`src/spectrum_log_band_bar_meter_unit_defines.svh`:
```
// ---------------------------------------------------------------------------
// Spectrum log band bar meter: assertion macros
// Shared property forms for the checks at the end of the top level.
// ---------------------------------------------------------------------------
`ifndef SPECTRUM_LOG_BAND_BAR_METER_UNIT_DEFINES_SVH
`define SPECTRUM_LOG_BAND_BAR_METER_UNIT_DEFINES_SVH

// same-cycle implication
`define SLBM_ASSERT_IMP(lbl, ante, cons, msg) \
    lbl: assert property (@(posedge i_clk) disable iff (!i_rst_n) (ante) |-> (cons)) \
        else $error(msg);

// next-cycle implication
`define SLBM_ASSERT_NXT(lbl, ante, cons, msg) \
    lbl: assert property (@(posedge i_clk) disable iff (!i_rst_n) (ante) |=> (cons)) \
        else $error(msg);

`endif

```
`src/slbm_pkg.sv`:
```
// ---------------------------------------------------------------------------
// Spectrum log band bar meter: package
// Word types, register codes, widths and the bar column helper.
// ---------------------------------------------------------------------------
package slbm_pkg;

    localparam int MAG_W      = 24;
    localparam int START_W    = 23;
    localparam int CENTER_W   = 24;
    localparam int RATIO_W    = 16;
    localparam int FLOOR_W    = 24;
    localparam int DIV_W      = 24;
    localparam int SUM_W      = 34;
    localparam int BIN_W      = 10;
    localparam int EDGE_W     = 10;
    localparam int PROD_W     = CENTER_W + RATIO_W;
    localparam int RATIO_FRAC = 12;
    localparam int EDGE_SHIFT = 15;
    localparam int CFG_ADDR_W = 2;
    localparam int CFG_DATA_W = 24;
    localparam int BAR_HEIGHT = 8;
    localparam int RED_ROWS   = 4 * BAR_HEIGHT / 8;
    localparam int GREEN_SKIP = 1 * BAR_HEIGHT / 8;
    localparam int IN_Q_DEPTH = 4;
    localparam int OUT_Q_DEPTH = 4;

    localparam logic [BIN_W-1:0]  COUNT_MAX = '1;
    localparam logic [SUM_W-1:0]  SUM_MAX   = '1;
    localparam logic [3:0]        MAX_RES   = 4'd8;
    localparam logic [3:0]        H_MAX     = 4'(BAR_HEIGHT);

    localparam logic [START_W-1:0] RST_START_CENTER = 23'd30427;
    localparam logic [RATIO_W-1:0] RST_BAND_RATIO   = 16'd9013;
    localparam logic [FLOOR_W-1:0] RST_NOISE_FLOOR  = 24'd10;
    localparam logic [DIV_W-1:0]   RST_AMP_DIVISOR  = 24'd1000;

    typedef enum logic [CFG_ADDR_W-1:0] {
        CFG_START_CENTER = 2'd0,
        CFG_BAND_RATIO   = 2'd1,
        CFG_NOISE_FLOOR  = 2'd2,
        CFG_AMP_DIVISOR  = 2'd3
    } t_cfg_reg;

    typedef struct packed {
        logic [MAG_W-1:0] magnitude;
        logic             last_bin;
    } t_in_word;

    typedef struct packed {
        logic [2:0] band;
        logic [3:0] height;
        logic [7:0] red_column;
        logic [7:0] green_column;
        logic       last_band;
    } t_out_word;

    typedef struct packed {
        logic [MAG_W-1:0] magnitude;
        logic             last_bin;
        logic [BIN_W-1:0] bin_num;
        logic             add_ok;
    } t_item;

    // rows 8-h..7 lit
    function automatic logic [7:0] lit_rows(logic [3:0] h);
        logic [15:0] v_sh;
        v_sh = 16'h00FF << (H_MAX - h);
        return v_sh[7:0];
    endfunction

endpackage

```
`src/slbm_fifo.sv`:
```
// ---------------------------------------------------------------------------
// Spectrum log band bar meter: word queue
// Small register queue with valid/ready on both sides.
// ---------------------------------------------------------------------------
module slbm_fifo #(
    parameter int WIDTH = 8,
    parameter int DEPTH = 4
) (
    input  logic             i_clk,
    input  logic             i_rst_n,
    input  logic             i_wr_valid,
    output logic             o_wr_ready,
    input  logic [WIDTH-1:0] i_wr_data,
    output logic             o_rd_valid,
    input  logic             i_rd_ready,
    output logic [WIDTH-1:0] o_rd_data
);

    localparam int AW = (DEPTH > 1) ? $clog2(DEPTH) : 1;
    localparam int CW = $clog2(DEPTH + 1);

    logic [WIDTH-1:0] r_mem [DEPTH];
    logic [AW-1:0]    r_wr_ptr, r_rd_ptr;
    logic [CW-1:0]    r_count;
    logic             w_push, w_pop;

    assign o_wr_ready = (r_count != CW'(DEPTH));
    assign o_rd_valid = (r_count != '0);
    assign o_rd_data  = r_mem[r_rd_ptr];
    assign w_push     = i_wr_valid && o_wr_ready;
    assign w_pop      = o_rd_valid && i_rd_ready;

    always_ff @(posedge i_clk) begin
        if (!i_rst_n) begin
            r_wr_ptr <= '0;
            r_rd_ptr <= '0;
            r_count  <= '0;
        end else begin
            if (w_push) begin
                r_wr_ptr <= (r_wr_ptr == AW'(DEPTH - 1)) ? '0 : r_wr_ptr + 1'b1;
            end
            if (w_pop) begin
                r_rd_ptr <= (r_rd_ptr == AW'(DEPTH - 1)) ? '0 : r_rd_ptr + 1'b1;
            end
            if (w_push && !w_pop) begin
                r_count <= r_count + 1'b1;
            end else if (w_pop && !w_push) begin
                r_count <= r_count - 1'b1;
            end
        end
    end

    always_ff @(posedge i_clk) begin
        if (w_push) begin
            r_mem[r_wr_ptr] <= i_wr_data;
        end
    end

endmodule

```
`src/slbm_front.sv`:
```
// ---------------------------------------------------------------------------
// Spectrum log band bar meter: front end
// Numbers incoming bins, flags summable ones and queues them for the back end.
// ---------------------------------------------------------------------------
module slbm_front #(
    parameter int FFT_SIZE = 1024
) (
    input  logic                         i_clk,
    input  logic                         i_rst_n,
    input  logic                         i_in_valid,
    output logic                         o_in_ready,
    input  slbm_pkg::t_in_word           i_in_word,
    input  logic [slbm_pkg::FLOOR_W-1:0] i_noise_floor,
    output logic                         o_item_valid,
    input  logic                         i_item_ready,
    output slbm_pkg::t_item              o_item
);

    localparam int USABLE_BINS = FFT_SIZE / 2 - 1;

    logic [slbm_pkg::BIN_W-1:0] r_bin_cnt;
    logic                       w_accept;
    slbm_pkg::t_item            w_item;

    assign w_accept = i_in_valid && o_in_ready;

    always_comb begin
        w_item.magnitude = i_in_word.magnitude;
        w_item.last_bin  = i_in_word.last_bin;
        w_item.bin_num   = r_bin_cnt;
        w_item.add_ok    = (r_bin_cnt != '0) && (32'(r_bin_cnt) < USABLE_BINS)
                           && (i_in_word.magnitude > i_noise_floor);
    end

    always_ff @(posedge i_clk) begin
        if (!i_rst_n) begin
            r_bin_cnt <= '0;
        end else if (w_accept) begin
            if (i_in_word.last_bin) begin
                r_bin_cnt <= '0;
            end else if (r_bin_cnt != slbm_pkg::COUNT_MAX) begin
                r_bin_cnt <= r_bin_cnt + 1'b1;
            end
        end
    end

    slbm_fifo #(
        .WIDTH ($bits(slbm_pkg::t_item)),
        .DEPTH (slbm_pkg::IN_Q_DEPTH)
    ) u_in_q (
        .i_clk      (i_clk),
        .i_rst_n    (i_rst_n),
        .i_wr_valid (i_in_valid),
        .o_wr_ready (o_in_ready),
        .i_wr_data  (w_item),
        .o_rd_valid (o_item_valid),
        .i_rd_ready (i_item_ready),
        .o_rd_data  (o_item)
    );

endmodule

```
`src/slbm_back.sv`:
```
// ---------------------------------------------------------------------------
// Spectrum log band bar meter: back end
// Band sequencer: edge update, saturating sum, clamped bar division, reports.
// ---------------------------------------------------------------------------
module slbm_back #(
    parameter int BANDS = 8
) (
    input  logic                         i_clk,
    input  logic                         i_rst_n,
    input  logic                         i_item_valid,
    output logic                         o_item_ready,
    input  slbm_pkg::t_item              i_item,
    input  logic [slbm_pkg::START_W-1:0] i_start_center,
    input  logic [slbm_pkg::RATIO_W-1:0] i_band_ratio,
    input  logic [slbm_pkg::DIV_W-1:0]   i_amp_divisor,
    output logic                         o_res_valid,
    input  logic                         i_res_ready,
    output slbm_pkg::t_out_word          o_res_word
);

    localparam int IDX_W = $clog2(BANDS + 1);

    typedef enum logic [5:0] {
        S_IDLE  = 6'b000001,
        S_MUL   = 6'b000010,
        S_EDGE  = 6'b000100,
        S_CHECK = 6'b001000,
        S_DIV   = 6'b010000,
        S_EMIT  = 6'b100000
    } t_state;

    t_state                          r_state, n_state;
    slbm_pkg::t_item                 r_item, n_item;
    logic [slbm_pkg::CENTER_W-1:0]   r_center, n_center;
    logic [slbm_pkg::CENTER_W-1:0]   r_next_center, n_next_center;
    logic [slbm_pkg::EDGE_W-1:0]     r_edge, n_edge;
    logic [slbm_pkg::PROD_W-1:0]     r_prod, n_prod;
    logic [IDX_W-1:0]                r_idx, n_idx;
    logic [slbm_pkg::SUM_W-1:0]      r_sum, n_sum;
    logic [slbm_pkg::SUM_W-1:0]      r_rem, n_rem;
    logic [3:0]                      r_quot, n_quot;
    logic [1:0]                      r_step, n_step;
    logic [3:0]                      r_nres, n_nres;
    logic                            r_flush, n_flush;

    logic [slbm_pkg::DIV_W-1:0]      w_div;
    logic [3:0]                      w_height;
    logic [7:0]                      w_lit;
    logic                            w_open;

    assign w_div    = (i_amp_divisor == '0) ? slbm_pkg::DIV_W'(1) : i_amp_divisor;
    assign w_height = r_quot[3] ? slbm_pkg::H_MAX : r_quot;
    assign w_lit    = slbm_pkg::lit_rows(w_height);
    assign w_open   = (r_idx < IDX_W'(BANDS));

    always_comb begin
        o_res_word.band         = 3'(r_idx);
        o_res_word.height       = w_height;
        o_res_word.red_column   = w_lit & 8'((1 << slbm_pkg::RED_ROWS) - 1);
        o_res_word.green_column = w_lit & ~8'((1 << slbm_pkg::GREEN_SKIP) - 1);
        o_res_word.last_band    = (r_idx == IDX_W'(BANDS - 1));
    end

    always_comb begin
        logic [27:0]                v_next_raw;
        logic [slbm_pkg::CENTER_W-1:0] v_next;
        logic [slbm_pkg::CENTER_W:0]   v_esum;
        logic [slbm_pkg::SUM_W:0]      v_sum_ext;
        logic [slbm_pkg::SUM_W-1:0]    v_trial;
        logic                       v_take;

        n_state       = r_state;
        n_item        = r_item;
        n_center      = r_center;
        n_next_center = r_next_center;
        n_edge        = r_edge;
        n_prod        = r_prod;
        n_idx         = r_idx;
        n_sum         = r_sum;
        n_rem         = r_rem;
        n_quot        = r_quot;
        n_step        = r_step;
        n_nres        = r_nres;
        n_flush       = r_flush;
        o_item_ready  = 1'b0;
        o_res_valid   = 1'b0;
        v_take        = 1'b0;
        v_next_raw    = r_prod[slbm_pkg::PROD_W-1:slbm_pkg::RATIO_FRAC];
        v_next        = (v_next_raw[27:24] != '0) ? '1 : v_next_raw[23:0];
        v_esum        = {1'b0, r_center} + {1'b0, v_next};
        v_sum_ext     = {1'b0, r_sum} + {11'b0, r_item.magnitude};
        v_trial       = {10'b0, w_div} << r_step;

        case (r_state)
            S_IDLE: begin
                v_take = 1'b1;
            end
            S_MUL: begin
                n_prod  = r_center * i_band_ratio;
                n_state = S_EDGE;
            end
            S_EDGE: begin
                n_next_center = v_next;
                n_edge        = v_esum[slbm_pkg::CENTER_W:slbm_pkg::EDGE_SHIFT];
                n_state       = S_CHECK;
            end
            S_CHECK: begin
                if (w_open && (r_flush || (r_item.bin_num >= r_edge))) begin
                    n_rem   = r_sum;
                    n_quot  = '0;
                    n_step  = 2'd3;
                    n_state = S_DIV;
                end else if (!r_flush) begin
                    if (w_open && r_item.add_ok) begin
                        n_sum = v_sum_ext[slbm_pkg::SUM_W] ? slbm_pkg::SUM_MAX
                                                           : v_sum_ext[slbm_pkg::SUM_W-1:0];
                    end
                    if (r_item.last_bin) begin
                        n_flush = 1'b1;
                    end else begin
                        v_take = 1'b1;
                    end
                end else begin
                    n_flush = 1'b0;
                    n_idx   = '0;
                    n_sum   = '0;
                    v_take  = 1'b1;
                end
            end
            S_DIV: begin
                if (r_rem >= v_trial) begin
                    n_rem          = r_rem - v_trial;
                    n_quot[r_step] = 1'b1;
                end
                if (r_step == 2'd0) begin
                    n_state = S_EMIT;
                end else begin
                    n_step = r_step - 1'b1;
                end
            end
            S_EMIT: begin
                o_res_valid = (r_nres < slbm_pkg::MAX_RES);
                if (!o_res_valid || i_res_ready) begin
                    if (o_res_valid) begin
                        n_nres = r_nres + 1'b1;
                    end
                    n_idx    = r_idx + 1'b1;
                    n_sum    = '0;
                    n_center = r_next_center;
                    n_state  = S_MUL;
                end
            end
            default: begin
                n_state = S_IDLE;
            end
        endcase

        // next bin straight from the queue
        if (v_take) begin
            o_item_ready = 1'b1;
            if (i_item_valid) begin
                n_item = i_item;
                n_nres = '0;
                if (i_item.bin_num == '0) begin
                    n_center = {1'b0, i_start_center};
                    n_state  = S_MUL;
                end else begin
                    n_state = S_CHECK;
                end
            end else begin
                n_state = S_IDLE;
            end
        end
    end

    always_ff @(posedge i_clk) begin
        if (!i_rst_n) begin
            r_state <= S_IDLE;
            r_idx   <= '0;
            r_sum   <= '0;
            r_nres  <= '0;
            r_flush <= 1'b0;
        end else begin
            r_state <= n_state;
            r_idx   <= n_idx;
            r_sum   <= n_sum;
            r_nres  <= n_nres;
            r_flush <= n_flush;
        end
    end

    always_ff @(posedge i_clk) begin
        r_item        <= n_item;
        r_center      <= n_center;
        r_next_center <= n_next_center;
        r_edge        <= n_edge;
        r_prod        <= n_prod;
        r_rem         <= n_rem;
        r_quot        <= n_quot;
        r_step        <= n_step;
    end

endmodule

```
`src/spectrum_log_band_bar_meter_unit.sv`:
```
// ---------------------------------------------------------------------------
// Spectrum log band bar meter
// Splits a frame of FFT magnitude bins into log-spaced bands, reports bars.
// ---------------------------------------------------------------------------
// Input channel: one magnitude bin per word, bin 0 first, last_bin on the
// final bin of the frame. Output channel: one word per closed band with its
// index, height 0..8 and the red and green pixel columns.
// Configuration: write start_center, band_ratio, noise_floor and
// amplitude_divisor through the write port while the block is idle.
// Sequencer: a bin that closes no band only passes the check state. The
// first bin of a frame first runs the edge update (multiply, then add and
// shift). Each closed band runs one check, four steps of the clamped bar
// division, one report and then the edge update for the next band.
// A four-word input queue and a four-word output queue decouple the sides.
// Reset: queues empty, band sequencer idle, registers at their defaults.
// When the receiver stalls the output queue fills, the sequencer holds its
// report, the input queue fills and then input ready drops.
// ---------------------------------------------------------------------------
`include "spectrum_log_band_bar_meter_unit_defines.svh"

module spectrum_log_band_bar_meter_unit #(
    parameter int FFT_SIZE = 1024,
    parameter int BANDS    = 8
) (
    input  logic                            i_clk,
    input  logic                            i_rst_n,
    input  logic                            i_in_valid,
    output logic                            o_in_ready,
    input  slbm_pkg::t_in_word              i_in_word,
    output logic                            o_out_valid,
    input  logic                            i_out_ready,
    output slbm_pkg::t_out_word             o_out_word,
    input  logic                            i_cfg_we,
    input  logic [slbm_pkg::CFG_ADDR_W-1:0] i_cfg_addr,
    input  logic [slbm_pkg::CFG_DATA_W-1:0] i_cfg_wdata
);

    logic [slbm_pkg::START_W-1:0] r_start_center;
    logic [slbm_pkg::RATIO_W-1:0] r_band_ratio;
    logic [slbm_pkg::FLOOR_W-1:0] r_noise_floor;
    logic [slbm_pkg::DIV_W-1:0]   r_amp_divisor;

    logic                         w_item_valid, w_item_ready;
    slbm_pkg::t_item              w_item;
    logic                         w_res_valid, w_res_ready;
    slbm_pkg::t_out_word          w_res_word;

    always_ff @(posedge i_clk) begin
        if (!i_rst_n) begin
            r_start_center <= slbm_pkg::RST_START_CENTER;
            r_band_ratio   <= slbm_pkg::RST_BAND_RATIO;
            r_noise_floor  <= slbm_pkg::RST_NOISE_FLOOR;
            r_amp_divisor  <= slbm_pkg::RST_AMP_DIVISOR;
        end else if (i_cfg_we) begin
            case (i_cfg_addr)
                slbm_pkg::CFG_START_CENTER: begin
                    r_start_center <= i_cfg_wdata[slbm_pkg::START_W-1:0];
                end
                slbm_pkg::CFG_BAND_RATIO: begin
                    r_band_ratio <= i_cfg_wdata[slbm_pkg::RATIO_W-1:0];
                end
                slbm_pkg::CFG_NOISE_FLOOR: begin
                    r_noise_floor <= i_cfg_wdata[slbm_pkg::FLOOR_W-1:0];
                end
                slbm_pkg::CFG_AMP_DIVISOR: begin
                    r_amp_divisor <= i_cfg_wdata[slbm_pkg::DIV_W-1:0];
                end
                default: begin
                end
            endcase
        end
    end

    slbm_front #(
        .FFT_SIZE (FFT_SIZE)
    ) u_front (
        .i_clk         (i_clk),
        .i_rst_n       (i_rst_n),
        .i_in_valid    (i_in_valid),
        .o_in_ready    (o_in_ready),
        .i_in_word     (i_in_word),
        .i_noise_floor (r_noise_floor),
        .o_item_valid  (w_item_valid),
        .i_item_ready  (w_item_ready),
        .o_item        (w_item)
    );

    slbm_back #(
        .BANDS (BANDS)
    ) u_back (
        .i_clk          (i_clk),
        .i_rst_n        (i_rst_n),
        .i_item_valid   (w_item_valid),
        .o_item_ready   (w_item_ready),
        .i_item         (w_item),
        .i_start_center (r_start_center),
        .i_band_ratio   (r_band_ratio),
        .i_amp_divisor  (r_amp_divisor),
        .o_res_valid    (w_res_valid),
        .i_res_ready    (w_res_ready),
        .o_res_word     (w_res_word)
    );

    slbm_fifo #(
        .WIDTH ($bits(slbm_pkg::t_out_word)),
        .DEPTH (slbm_pkg::OUT_Q_DEPTH)
    ) u_out_q (
        .i_clk      (i_clk),
        .i_rst_n    (i_rst_n),
        .i_wr_valid (w_res_valid),
        .o_wr_ready (w_res_ready),
        .i_wr_data  (w_res_word),
        .o_rd_valid (o_out_valid),
        .i_rd_ready (i_out_ready),
        .o_rd_data  (o_out_word)
    );

    `SLBM_ASSERT_IMP(a_last_band_idx, o_out_valid && o_out_word.last_band, o_out_word.band == 3'(BANDS - 1), "last band flag on wrong band")
    `SLBM_ASSERT_IMP(a_height_max, o_out_valid, o_out_word.height <= slbm_pkg::H_MAX, "bar height above clamp")
    `SLBM_ASSERT_IMP(a_cols_overlap, o_out_valid, o_out_word.red_column[3:1] == o_out_word.green_column[3:1], "red and green rows disagree")
    `SLBM_ASSERT_NXT(a_res_hold, w_res_valid && !w_res_ready, w_res_valid, "band report dropped while queue full")

endmodule

```
`config.mk`:
```
export PLATFORM = sky130hd
export DESIGN_NAME = spectrum_log_band_bar_meter_unit
export DESIGN_NICKNAME = d
export VERILOG_FILES = /design/src/slbm_pkg.sv /design/src/slbm_fifo.sv /design/src/slbm_front.sv /design/src/slbm_back.sv /design/src/spectrum_log_band_bar_meter_unit.sv
export VERILOG_INCLUDE_DIRS = /design/src /design/src/src
export SDC_FILE = /design/constraint.sdc
export NUM_CORES = 2
export LEC_CHECK = 0
export ABC_CLOCK_PERIOD_IN_PS = 6900
export BUFFER_PORTS_ARGS = -buffer_cell sky130_fd_sc_hd__buf_2
export CORE_AREA = 2 2 394 240
export CTS_CLUSTER_DIAMETER = 40
export DETAILED_ROUTE_END_ITERATION = 7
export DIE_AREA = 0 0 396 242
export GPL_ROUTABILITY_DRIVEN = 1
export GPL_TIMING_DRIVEN = 0
export HOLD_SLACK_MARGIN = 0.08
export PLACE_DENSITY = 0.55
export SYNTH_ARGS = -nofsm -noshare
export SYNTH_HDL_FRONTEND = slang
export SYNTH_SLANG_ARGS = --single-unit
```
`constraint.sdc`:
```
create_clock -name i_clk -period 6.9 [get_ports i_clk]
set_clock_uncertainty 0.05 [all_clocks]
set_input_delay 1.38 -clock i_clk [delete_from_list [all_inputs] [get_ports i_clk]]
set_output_delay 1.38 -clock i_clk [all_outputs]
set_load 0.1 [all_outputs]
```
# Word level (Yosys, flattened, before mapping)
# Memories as Yosys holds them, arrays and structs flattened. A register that Yosys moved wholly into a read port is not among the register bits.
# Index checks and enable logic that the tools add are counted.
# Widths: inputs -> output; s select.
[word_totals]
regBits = 334
mem_bits_rw = 220
input_bits = 56
output_inout_bits = 26
word_cells = 198
mem_count = 2
[classes]
n_addsub = 16
n_mul = 1
magnitude_cmp = 8
n_eq_ne = 28
shift = 2
muxes = 67
bitwise = 2
reduce_logical = 45
[memory_table]
columns = ["name", "words", "word_bits", "read_ports", "rd_ports_with_merged_regs", "wr", "line_no", "rtl"]
rows = [
  ["u_front.u_in_q.r_mem", 4, 36, 1, 1, 1, "slbm_fifo.sv:22", "logic [WIDTH-1:0] r_mem [DEPTH];"],
  ["u_out_q.r_mem", 4, 19, 1, 1, 1, "slbm_fifo.sv:22", ""],
]
[op_table]
columns = ["cell", "n"]
rows = [
  ["$mux 34", 7],
  ["$mux 24", 7],
  ["$pmux 34 s2", 2],
  ["$mux 4", 13],
  ["$mul 24x16->40", 1],
  ["$pmux 6 s6", 1],
  ["$add 34x24->35", 1],
  ["$ge 34x34->1", 1],
  ["$shl 24x2->34", 1],
  ["$sub 34x34->34", 1],
  ["$add 24x24->25", 1],
  ["$gt 24x24->1", 1],
  ["$logic_not 24->1", 1],
  ["$mux 6", 4],
  ["$mux 10", 2],
  ["$mux 2", 10],
  ["$pmux 4 s2", 2],
  ["$reduce_and 2->1", 7],
  ["$logic_and 1x1->1", 13],
  ["$eq 2x2->1 const B", 6],
  ["$mux 1", 12],
  ["$mux 3", 4],
  ["$ne 3x1->1 const B", 4],
  ["$reduce_and 4->1", 3],
  ["other kinds (39)", 64],
]

# Depth between registers and ports, before layout
[logic_depth]
word_depth = 10
ltp_mapped = 24
mapped_depth_nobuf = 23

# Hierarchy
# From an unflattened synthesis, not the netlist that was laid out.
[hier_totals]
hier_cells = 3571
hier_area_um2 = 38806.0
[by_module_without_submodules]
columns = ["module", "n_inst", "cells_each", "area_each_um2", "seq_area_each_um2"]
rows = [
  ["slbm_back", 1, 2677, 24626.1, 5605.4],
  ["slbm_fifo at u_front.u_in_q", 1, 239, 5681.7, 4504.3],
  ["slbm_fifo at u_out_q", 1, 177, 3948.8, 3062.9],
  ["spectrum_log_band_bar_meter_unit", 1, 329, 3390.8, 1741.7],
  ["slbm_front", 1, 149, 1158.6, 200.2],
]

# Worst setup path after synthesis
# No wires, ideal clock.
[synth_timing]
kind = "register to register"
start = "register u_back.r_center[9] (netlist name)"
end = "register u_back.r_prod[37] (netlist name), data pin"
setup_time_ns = 0.262
t_arrival_ns = 6.073
required_ns = 6.588
slack_ns = 0.515
stages_incl_launch_ff = 22
n_path_buf = 1
period_less_slack_ns = 6.385
cell_sequence = "dfxtp_1 clkbuf_1 nand2_1 fa_1 fa_1 fa_1 inv_1 fa_1 fa_1 inv_1 fa_1 inv_1 ha_1 a21o_1 a211o_1 a211o_1 o211a_1 o41ai_4 o41ai_1 a21oi_1 o21bai_1 xor2_1"
[synth_between]
elab_chain_len = 1
[synth_lines]
columns = ["element", "line_no", "rtl"]
rows = [
  ["from (decl)", "slbm_back.sv:34", "logic [slbm_pkg::CENTER_W-1:0] r_center, n_center;"],
  ["from (signal assigned)", "slbm_back.sv:194", "r_center <= n_center;"],
  ["$mul 24x16->40", "slbm_back.sv:99", "n_prod = r_center * i_band_ratio;"],
  ["to (signal assigned)", "slbm_back.sv:197", "r_prod <= n_prod;"],
  ["to (decl)", "slbm_back.sv:37", "logic [slbm_pkg::PROD_W-1:0] r_prod, n_prod;"],
]
# No other way between the ends.
# A chain may end at the register's enable or synchronous reset.

# Worst setup path in the final report
[layout_timing]
start = "register r_band_ratio[6] (netlist name)"
end = "register u_back.r_prod[29] (netlist name), data pin"
[layout_between]
elab_chain_len = 1
[layout_lines]
columns = ["element", "line_no", "rtl"]
rows = [
  ["from (decl)", "spectrum_log_band_bar_meter_unit.sv:39", "logic [slbm_pkg::RATIO_W-1:0] r_band_ratio;"],
  ["from (signal assigned)", "spectrum_log_band_bar_meter_unit.sv:51", "r_band_ratio <= slbm_pkg::RST_BAND_RATIO;"],
  ["from (signal assigned)", "spectrum_log_band_bar_meter_unit.sv:60", "r_band_ratio <= i_cfg_wdata[slbm_pkg::RATIO_W-1:0];"],
  ["$mul 24x16->40", "slbm_back.sv:99", ""],
]
# No other way between the ends.

==> results by group <==
Die
  – DIE WIDTH: 396 microns
  – Die ar.: 95830 sq um
  – # rows: 87
  – # IOs: 82
  – Initial Utilization: 39.57%
  – Area of the core: 92640 sq um
  – Die Ht: 242 microns

Yosys
  – Syn Area/Cell: 10.50 sq um
  – Count leader, synth: nand2_1
  – Largest area contributor in the netlist: edfxtp_1
  – Warnings from Yosys: 0
  – Top cells by count, synth: 585 x nand2_1, 442 x inv_1, 346 x edfxtp_1
  – Synthesized area: 36660 sq um
  – Synth Flop Type: edfxtp_1
  – Synth top area cells: edfxtp_1 28%, fa_1 17%, dfxtp_1 10%, ha_1 8.2%, nand2_1 6.0%
  – Cell variety after synth: 80
  – Synth Instances: 3491
  – Synthesis-stage register bit count: 534
  – Ys async rst share: 0%
  – Post-synth top area share: 28.35%
  – Post-synth EDFFs: 346
  – Sequential fraction of the synthesis area: 38.61%

Routing
  – DR top layer: met5
  – Vias: 25525
  – Drt total wl: 105400 microns
  – DR DRC count: 0
  – M1 wire length: 55660 microns
  – Routed len/inst: 21.46 microns
  – Routed wl met2: 37390 microns
  – Drt via density: 5.196
  – Routed length on met3: 11550 microns
  – Antenna-violating nets left: 0
  – Initial detailed-routing violation count: 2627
  – Initial DRT Pass Iterations: 5

Layout
  – Multi-input logic area: 20360 sq um
  – Area Overhead vs Synth: 11.19%
  – Ratio of cells with drive above 1 in the final layout: 10.15%
  – Final nets: 4233
  – Register area: 14230 sq um
  – Finished Layout Cells: 4912
  – Final Cell Area: 40760 sq um
  – Fill cells: 8829

Worst setup path
  – CP Data Required Time: 7.19 ns
  – WP data arrival: 7.03 ns
  – Crit Path Max Fanout: 10
  – Crit end category: flop
  – Worst setup SP type: flop
  – Crit. Startpoint: r_band_ratio[6]
  – Worst R2R Start: r_band_ratio[6]
  – CP Class: reg2reg

Global routing
  – First-pass GRT wire length: 158900 microns
  – Number of global-route vias before repair: 24607
  – Grt total ovfl: 0
  – Gr usage total: 21.98%
  – Largest net degree at the start of global routing: 40
  – Antenna violations before repair: 8

STA
  – Worst rel slew slack: 6.062%
  – Setup-failing EPs final: 0
  – Tightest Pin Transition: 1.397 ns
  – Tmin final: 6.743 ns
  – Hold_ws: 0.4057 ns
  – Pins Over Slew Limit: 0
  – Max Fclk: 148.3 MHz
  – Period utilisation layout: 97.72%
  – Final Hold Violating Endpoints: 0

CTS
  – Clk sinks: 534
  – Clock transition at the registers of the reported paths: 0.07 ns
  – H-tree depth: 2
  – Root Driver: clkbuf_16
  – CTS tree: yes
  – Post-CTS Hold Buffers: 0
  – Clk_lat worst skew: 0.60 ns
  – Bufs on Longest Clock Path: 3
  – CTS Buf Count: 46

Place
  – Global placement routability congestion: 0.8783
  – Cells after DPL: 4824
  – # port buffers: 75
  – Placed Area: 38770 sq um
  – Post-detail-place hpwl: 84000 microns

Worst hold path
  – Worst hold start: r_start_center[7]
  – Worst hold path type: reg2reg

Outcome
  – Status: finished clean

Power
  – Power consumption: 0.01255 W
  – Pwr/cell area: 307.9 nW/um^2
  – Peak supply drop: 212.1 uV
  – Leak: 16.77 nW

Flow run
  – Number of max-cap violations: 0
[layout make-up]
| type | instances | area share [%] |
|---|---|---|
| clock buffers | 58 | 3.064 |
| repair buffers | 88 | 1.391 |
| multi-input cells | 2369 | 49.96 |
| diodes | 2 | 0.01228 |
| inverters | 442 | 4.071 |
| clock inverters | 26 | 0.6601 |
| plain buffers | 147 | 2.088 |
| well taps | 1246 | 3.825 |
| flip-flops and latches | 534 | 34.92 |
[flip-flops by register name, summed over array words and instances (netlist names), 24 cells and up, named ones only]
register and flops:
u_back.r_center 24, u_back.r_rem 34, r_noise_floor 24, u_out_q.r_mem 64, u_back.r_prod 28, u_front.u_in_q.r_mem 144, u_back.r_item 36, r_amp_divisor 24
u_back.r_sum 34, u_back.r_next_center 24
[cell families (layout without fill, tap and decap cells)]
| kind of cell | count (synthesis) | after routing | synth area share (%) |
|---|---|---|---|
| simple gates | 1129 | 1129 | 14.39 |
| buf+inv | 592 | 761 | 6.178 |
| fa+ha+maj | 549 | 549 | 25.07 |
| flops | 534 | 534 | 38.61 |
| compound gates | 493 | 493 | 8.602 |
| mux | 105 | 105 | 5.035 |
| xor+xnor | 88 | 88 | 2.103 |
| other cells | 1 | 7 | 0.01023 |
[report_power, final]
| group | internal, W | switching, W | total, W |
|---|---|---|---|
| combinational | 0.00212 | 0.00348 | 0.00560 |
| clock | 0.00145 | 0.00125 | 0.00269 |
| sequential | 0.00388 | 0.000375 | 0.00426 |
| total | 0.00745 | 0.00510 | 0.0125 |
[worst paths after layout]
path | cells after the start | endpoint | slack (ns)
max | 23 | u_back.r_prod[29] | 0.16
min | 2 | u_back.r_center[7] | 0.41
max reg2reg | 23 | u_back.r_prod[29] | 0.16
min reg2reg | 2 | u_back.r_center[7] | 0.41
[layer usage]
layer	global-route usage, %	vias up
met4	2.125	2
met5	0	-
met3	7.580	65
met1	37.16	12640
li1	-	11966
met2	26.51	852
[stage by stage]
step                setup WS, ns   TNS (ns)  util (%)
finish                    0.1571          0     44.00
global route           -0.007109  -0.007109     43.99
global placement          -1.149     -56.20     41.67
detailed placement        -1.000     -12.50     41.85
floorplan                 0.5149          0         -
CTS                     0.002427          0     43.78
[cell usage in the layout (no fill, tap or decap), drive strengths merged, types with 20 or more instances in the layout]
cell	Yosys	routed
nand2	585	585
inv	442	446
edfxtp	346	346
fa	309	309
ha	240	240
dfxtp	188	188
and2	169	169
clkbuf	129	160
o21ai	150	150
buf	21	133
nor2	111	111
a21oi	102	102
a21boi	77	77
mux4	63	63
nand3	48	48
xnor2	47	47
nand2b	41	41
xor2	41	41
mux2i	37	37
nor3	37	37
a21o	33	33
nor2b	28	28
and3	28	28
nand4	23	23
a211oi	20	20
[worst max-delay path, cell delays in order (launching register included)]
cell     delay [ns]
dfxtp_4        0.41
buf_4          0.22
and2_1         0.18
fa_1           0.54
inv_1          0.08
fa_1           0.50
fa_1           0.52
inv_1          0.05
fa_1           0.48
fa_1           0.55
inv_1          0.06
fa_1           0.53
inv_1          0.04
ha_1           0.36
a21oi_2        0.20
o21ai_0        0.12
a311o_1        0.39
or2_2          0.34
o41ai_4        0.07
buf_12         0.18
o21ai_1        0.11
a21o_1         0.23
a21oi_2        0.16
xnor2_1        0.08
[timing repair]
item	4_1_cts	5_1_grt
endpoints found under the setup margin	24	10
cloned	0	0
pin swaps	2	1
gates resized for setup	122	105
setup buffers	2	3
(Power assumes the default switching activity.)
